$ cat src/hdl/qec_pkg.sv
`default_nettype none
// ----------------------------------------------------------------------------
// qec_pkg: shared types and constants of the quadrature encoder counter
// Holds the channel count, the count width, the request kinds and the
// packed words that travel on the request and response channels.
// ----------------------------------------------------------------------------
package qec_pkg;

   // Number of encoder channels and width of each position count.
   localparam int NUM_CHANNELS = 4;
   localparam int COUNT_BITS   = 16;

   // Request kinds.
   typedef enum logic [1:0] {
      KIND_SAMPLE        = 2'd0,
      KIND_READ_COUNT    = 2'd1,
      KIND_READ_VELOCITY = 2'd2,
      KIND_UNUSED        = 2'd3
   } kind_type;

   // One request word.
   typedef struct packed {
      kind_type    kind;
      logic [3:0]  phase_a;
      logic [3:0]  phase_b;
      logic [1:0]  channel;
   } req_word_type;

   // One response word.
   typedef struct packed {
      logic [15:0]        count;
      logic signed [15:0] velocity;
   } rsp_word_type;

   // Per-channel decode result of one pin sample.
   typedef struct packed {
      logic [NUM_CHANNELS-1:0] up;
      logic [NUM_CHANNELS-1:0] down;
      logic [NUM_CHANNELS-1:0] next_a;
      logic [NUM_CHANNELS-1:0] next_b;
   } qec_step_type;

endpackage
`default_nettype wire

$ cat src/hdl/qec_decode.sv
`default_nettype none
// ----------------------------------------------------------------------------
// qec_decode: x4 quadrature edge decoder for all channels
// Compares a pin sample with the previous levels and tells, per channel,
// whether the count goes up, goes down, and which levels are kept.
// ----------------------------------------------------------------------------
module qec_decode
   import qec_pkg::*;
(
   input  wire logic [NUM_CHANNELS-1:0] enable,
   input  wire logic [NUM_CHANNELS-1:0] phase_a,
   input  wire logic [NUM_CHANNELS-1:0] phase_b,
   input  wire logic [NUM_CHANNELS-1:0] prev_a,
   input  wire logic [NUM_CHANNELS-1:0] prev_b,
   output qec_step_type                 step
);

   // Each channel is decoded on its own. An A edge takes priority over a
   // B edge; a disabled channel neither counts nor updates its levels.
   always_comb begin
      logic a_edge;
      logic b_edge;
      logic dir_up;
      step = '0;
      for (int ch = 0; ch < NUM_CHANNELS; ch++) begin
         a_edge = phase_a[ch] ^ prev_a[ch];
         b_edge = phase_b[ch] ^ prev_b[ch];
         dir_up = a_edge ? (phase_a[ch] != phase_b[ch]) : (phase_a[ch] == phase_b[ch]);
         if (enable[ch]) begin
            step.up[ch]     = (a_edge || b_edge) && dir_up;
            step.down[ch]   = (a_edge || b_edge) && !dir_up;
            step.next_a[ch] = phase_a[ch];
            step.next_b[ch] = phase_b[ch];
         end else begin
            step.next_a[ch] = prev_a[ch];
            step.next_b[ch] = prev_b[ch];
         end
      end
   end

endmodule
`default_nettype wire

$ cat src/hdl/quad_encoder_counter_4ch_top.sv
`default_nettype none
// ----------------------------------------------------------------------------
// quad_encoder_counter_4ch_top: four-channel x4 quadrature encoder counter
// Decodes pin samples into wrapping position counts and answers count and
// velocity reads with one response word each.
// ----------------------------------------------------------------------------
//  Channel    Ports                           Direction
//  request    req_valid, req_stall, req_word  in  (pin sample or read)
//  response   rsp_valid, rsp_stall, rsp_word  out (count and velocity)
//  csr        csr_write, csr_data             in  (channel enable)
//
// A word is taken into an input register, then decoded and applied to the
// counts as it moves on, where a read loads the response register.
// One word is accepted every cycle while the input register does not hold.
// The input register only holds while a read waits on a stalled response.
// Reset clears all counts, held levels and the channel enable.
// ----------------------------------------------------------------------------
module quad_encoder_counter_4ch_top
   import qec_pkg::*;
(
   input  wire logic         clock,
   input  wire logic         reset,
   input  wire logic         req_valid,
   output logic              req_stall,
   input  wire req_word_type req_word,
   output logic              rsp_valid,
   input  wire logic         rsp_stall,
   output rsp_word_type      rsp_word,
   input  wire logic         csr_write,
   input  wire logic [3:0]   csr_data
);

   // Input register and response register.
   logic                    s1_valid_ff,  s1_valid_in;
   req_word_type            s1_word_ff;
   logic                    rsp_valid_ff, rsp_valid_in;
   rsp_word_type            rsp_word_ff,  rsp_word_in;

   // Block state.
   logic [3:0]              enable_ff;
   logic [NUM_CHANNELS-1:0] prev_a_ff,    prev_a_in;
   logic [NUM_CHANNELS-1:0] prev_b_ff,    prev_b_in;
   logic [COUNT_BITS-1:0]   position_ff   [NUM_CHANNELS];
   logic [COUNT_BITS-1:0]   position_in   [NUM_CHANNELS];
   logic [COUNT_BITS-1:0]   last_read_ff  [NUM_CHANNELS];
   logic [COUNT_BITS-1:0]   last_read_in  [NUM_CHANNELS];

   logic                    is_read;
   logic                    s1_advance;
   logic                    req_accept;
   qec_step_type            step;

   // Edge decode of the registered sample.
   qec_decode u_decode (
      .enable  (enable_ff[NUM_CHANNELS-1:0]),
      .phase_a (s1_word_ff.phase_a[NUM_CHANNELS-1:0]),
      .phase_b (s1_word_ff.phase_b[NUM_CHANNELS-1:0]),
      .prev_a  (prev_a_ff),
      .prev_b  (prev_b_ff),
      .step    (step)
   );

   // Handshake: a read moves on only when the response register is free.
   always_comb begin
      is_read    = (s1_word_ff.kind == KIND_READ_COUNT) ||
                   (s1_word_ff.kind == KIND_READ_VELOCITY);
      s1_advance = s1_valid_ff && (!is_read || !rsp_valid_ff || !rsp_stall);
      req_stall  = s1_valid_ff && !s1_advance;
      req_accept = req_valid && !req_stall;
      s1_valid_in = req_accept || (s1_valid_ff && !s1_advance);
   end

   // Next state of the counts and the response word.
   always_comb begin
      logic [COUNT_BITS-1:0] pos;
      logic [COUNT_BITS-1:0] diff;
      prev_a_in    = prev_a_ff;
      prev_b_in    = prev_b_ff;
      position_in  = position_ff;
      last_read_in = last_read_ff;
      rsp_word_in  = rsp_word_ff;
      rsp_valid_in = rsp_valid_ff && rsp_stall;
      pos  = position_ff[s1_word_ff.channel];
      diff = pos - last_read_ff[s1_word_ff.channel];
      if (s1_advance) begin
         case (s1_word_ff.kind)
            KIND_SAMPLE: begin
               prev_a_in = step.next_a;
               prev_b_in = step.next_b;
               for (int ch = 0; ch < NUM_CHANNELS; ch++) begin
                  if (step.up[ch]) begin
                     position_in[ch] = position_ff[ch] + COUNT_BITS'(1);
                  end else if (step.down[ch]) begin
                     position_in[ch] = position_ff[ch] - COUNT_BITS'(1);
                  end
               end
            end
            KIND_READ_COUNT, KIND_READ_VELOCITY: begin
               rsp_valid_in = 1'b1;
               if (32'(s1_word_ff.channel) < NUM_CHANNELS) begin
                  rsp_word_in.count    = 16'(pos);
                  rsp_word_in.velocity = '0;
                  if (s1_word_ff.kind == KIND_READ_VELOCITY) begin
                     rsp_word_in.velocity = signed'(16'(diff));
                     last_read_in[s1_word_ff.channel] = pos;
                  end
               end else begin
                  rsp_word_in = '0;
               end
            end
            default: begin
               // Unused kind: dropped without effect.
            end
         endcase
      end
   end

   // Registers.
   always_ff @(posedge clock) begin
      if (reset) begin
         s1_valid_ff  <= 1'b0;
         rsp_valid_ff <= 1'b0;
         enable_ff    <= '0;
         prev_a_ff    <= '0;
         prev_b_ff    <= '0;
         for (int ch = 0; ch < NUM_CHANNELS; ch++) begin
            position_ff[ch]  <= '0;
            last_read_ff[ch] <= '0;
         end
      end else begin
         s1_valid_ff  <= s1_valid_in;
         rsp_valid_ff <= rsp_valid_in;
         prev_a_ff    <= prev_a_in;
         prev_b_ff    <= prev_b_in;
         position_ff  <= position_in;
         last_read_ff <= last_read_in;
         if (csr_write) begin
            enable_ff <= csr_data;
         end
      end
   end

   // Payload registers.
   always_ff @(posedge clock) begin
      if (req_accept) begin
         s1_word_ff <= req_word;
      end
      rsp_word_ff <= rsp_word_in;
   end

   assign rsp_valid = rsp_valid_ff;
   assign rsp_word  = rsp_word_ff;

endmodule
`default_nettype wire

$ cat config.mk
export PLATFORM = sky130hd
export DESIGN_NAME = quad_encoder_counter_4ch_top
export DESIGN_NICKNAME = d
export VERILOG_FILES = /design/src/hdl/qec_pkg.sv /design/src/hdl/qec_decode.sv /design/src/hdl/quad_encoder_counter_4ch_top.sv
export SDC_FILE = /design/constraint.sdc
export NUM_CORES = 1
export LEC_CHECK = 0
export ABC_AREA = 1
export BUFFER_PORTS_ARGS = -buffer_cell sky130_fd_sc_hd__buf_2
export CORE_MARGIN = 10
export CORE_UTILIZATION = 45
export DETAILED_ROUTE_END_ITERATION = 10
export MAX_ROUTING_LAYER = met4
export SLEW_MARGIN = 20
export SYNTH_ARGS = -nofsm -noshare
export SYNTH_HDL_FRONTEND = slang
export SYNTH_SLANG_ARGS = --single-unit
$ cat constraint.sdc
create_clock -name clock -period 5 [get_ports clock]
set_input_delay 0.25 -clock clock [delete_from_list [all_inputs] [get_ports clock]]
set_output_delay 0.25 -clock clock [all_outputs]
set_load 0.05 [all_outputs]
==> results.json <==
{
  "dpl_cell_area_sq_um": 12300,
  "via_per_inst": 5.14,
  "place_worst_setup_slack_ns": 1.47,
  "postSynth.asyncResetShare_pct": 0,
  "slew_headroom_pct": 29.2,
  "start_kind": "flip-flop",
  "grt_max_degree": 70,
  "synth.avg_cell_area_sq_um": 6.89,
  "ys_seq_area_share_pct": 35.2,
  "hp-start": "csr_data[3]",
  "min_path_cells": 3,
  "place_congestion": 0.914,
  "rsz0062_at_grt": "false",
  "end_kind": "flip-flop",
  "fin_crit_sh_pct": 71.7,
  "rows": 59,
  "worstMarginPinSlew_ns": 1.06,
  "finClkSkew_ns": 0.0201,
  "cts_buffer_depth": 2,
  "dieHeight_um": 182,
  "worstReg2RegStart": "s1_word_ff[0]",
  "h-tree-depth": 4,
  "r2r_setup_slack_ns": 1.42,
  "postLayoutCellArea_sq_um": 13000,
  "root_buffer": "clkbuf_16",
  "crit_buf_inv": 3,
  "cap_viol_max_count": 0,
  "synthToLayoutAreaGrowth_pct": 10.2,
  "synth_edf_count": 44,
  "start_util_pct": 45.6,
  "grt.overflow.total": 0,
  "setup_tns_ns": 0,
  "hold_ws_ns": 0.0343,
  "holdPathEnd": "enable_ff[3]",
  "synth_top_area_share_pct": 24.1,
  "p_leak_nw": 6.71,
  "status": "finished, final reports clean",
  "r2r_cells": 18,
  "hold_path.class": "primary input to flip-flop",
  "antenna_cells": 0,
  "yosys_warnings": 0,
  "worstPathMaxFanout": 26,
  "syn_area_sq_um": 11800,
  "num-nets-final": 1857,
  "grt_usage_pct": 19.3,
  "criticalPathCategory": "flip-flop to flip-flop",
  "die-area_sq_um": 33100,
  "vias": 10800,
  "chipWidth_um": 182,
  "port-buffer-count": 54,
  "critical-path-max-stage-delay_ns": 0.65,
  "synth_area_leader_cell": "dfxtp_1",
  "drt_iter0_markers": 874,
  "drt_wl_total_um": 31300,
  "cts.sinks": 186,
  "fp.coreArea_sq_um": 25900,
  "cp_common_cell": "nand2_1",
  "numCtsBuffers": 17,
  "grt_pass1_wl_um": 51100,
  "hold_violations": 0,
  "crit_slowest_cell": "nor2_4",
  "ir_drop_uv": 234,
  "r2r-end": "rsp_word[10]",
  "fillers": 2628,
  "syn_nets": 1818,
  "postRouteAntennaNets": 0,
  "grt_antenna_before_repair": 0,
  "synth_cell_types": 43,
  "post_cts_buffers": 0,
  "clk-insertion-delay-late_ns": 0.44,
  "drc": 0,
  "wl_per_cell_um": 14.9,
  "final_max_slew_viol_count": 0,
  "synth_flop_cell": "dfxtp_1",
  "syn_inst": 1715,
  "dp_hpwl_um": 23400,
  "crit_chain": "nor2_4 -> inv_2 -> o22ai_1 -> a21oi_1 -> nand2_1 -> inv_1 -> ha_1 -> fa_1 -> inv_1 -> nand3_1 -> nand2_1 -> nand3_1 -> nand2_1 -> nand2_1 -> nand2_1 -> nand2_1 -> nand2_1 -> nor2_1",
  "cp.arrival_ns": 3.79,
  "cts_tree": "done",
  "cts.clk_slew.worst_paths_ns": 0.09,
  "finalPower_mw": 3.42,
  "setup_viol": 0,
  "grt_pass1_vias": 10100,
  "powerDensity_nw_per_um2": 262,
  "layout-drive-gt1-share_pct": 7.47,
  "ioPinCount": 55,
  "crit_family": "simple AND/OR/NAND/NOR gates",
  "ys_ff_latch": 186,
  "layout_setup_ws_ns": 1.42,
  "required_ns": 5.21,
  "fin_crit_ns": 3.58,
  "dr.pass1.iters": 5,
  "fmax_ghz": 0.279,
  "synth_area_leaders": "dfxtp_1, nand2_1, edfxtp_1, inv_1, ha_1"
}
## final cells by class
cell class | count | area, sq um | area share (%)
multi-input combinational | 1182 | 6320 | 48.5
sequential | 186 | 4160 | 32.0
inverter | 299 | 1120 | 8.62
clock buffer | 17 | 425 | 3.27
tap | 335 | 419 | 3.22
timing repair buffer | 68 | 400 | 3.07
clock inverter | 15 | 175 | 1.34
## worst min-delay path, stage by stage
cell	delay, ns
buf_2	0.08
nor2_1	0.03
nor2_1	0.08
## stage by stage
step / utilization, % / instances
2_1_floorplan: - / 1715
3_3_place_gp: 47.5 / 2060
3_5_place_dp: 47.5 / 2060
4_1_cts: 50.2 / 2102
5_1_grt: 50.3 / 2102
6_report: 50.3 / 2102
## timing repair
action / 4_1_cts / 5_1_grt
hold buffers: 10 / 0
hold endpoints to repair: 10 / 0
resized for setup: 0 / 0
## where the power goes
group          internal, mW  switching [mW]  leakage [nW]
clock                 0.680           0.688         0.294
sequential             1.57          0.0181          1.57
combinational         0.147           0.320          4.84
total                  2.39            1.03          6.71
## synth_stat cells, types with 4 or more instances
library cell / number
nand2_1: 420
inv_1: 289
a21oi_1: 185
dfxtp_1: 142
nand3_1: 122
nor2_1: 117
o21ai_0: 107
ha_1: 77
edfxtp_1: 44
buf_2: 27
a22o_1: 20
clkbuf_1: 15
nor3_1: 15
a221oi_1: 13
nand4_1: 12
o211ai_1: 11
xor2_1: 11
inv_2: 10
nor3_2: 9
o21ai_1: 9
o22ai_1: 8
or2_2: 6
fa_1: 5
nor2_2: 5
xnor2_1: 5
and2_1: 4
buf_4: 4
## worst max-delay path by stage
stage,slack [ns],start,end,cells after the start
finish,1.42,s1_word_ff[0],rsp_word[10],18
global route,1.15,s1_word_ff[0],rsp_word[10],18
CTS,1.48,s1_word_ff[0],rsp_word[14],16
detailed placement,1.47,s1_word_ff[0],rsp_word[14],16
global placement,1.55,s1_word_ff[0],rsp_word[14],16
floorplan,2.25,s1_word_ff[0],rsp_word[14],17
## flip-flops by register name (all words and copies together), names as in the netlist
name and count:
s1_valid_ff 1, last_read_ff 64, prev_a_ff 4, prev_b_ff 4
enable_ff 4, position_ff 64, s1_word_ff 12, rsp_valid 1
rsp_word 32
## routing by layer
metal | vias up | GRT usage [%] | wire, um
met3 | 30 | 2.68 | 1180
met5 | - | - | 0
met1 | 4918 | 25.0 | 15200
met2 | 184 | 31.0 | 14400
li1 | 5679 | - | -
met4 | 0 | 4.65 | 444
## cells by family (layout without fill, tap and decap cells)
family,Yosys count,count (layout),synth area share (%)
compound gates,362,362,16.9
xor+xnor,16,16,1.19
fa+ha+maj,82,82,9.00
buf+inv,347,399,11.4
flops,186,186,35.2
simple gates,722,722,26.2
## cells in the final DEF, fill, tap and decap left out, drive strengths merged
cell and instances:
o22ai 8, nand3b 1, a21oi 185, a21o 2
ha 77, o2111ai 1, nor3 26, and2 4
a22oi 3, dlygate4sd3 10, a221oi 13, clkinv 7
inv 307, o21ai 116, dfxtp 142, nand3 124
xnor2 5, nand2 422, xor2 11, buf 58
fa 5, nor2 123, o211ai 11, and3 2
o21bai 2, nand4 14, a22o 20, clkbuf 17
o21a 1, edfxtp 44, or2 6
Power figures use the tool's default switching activity.
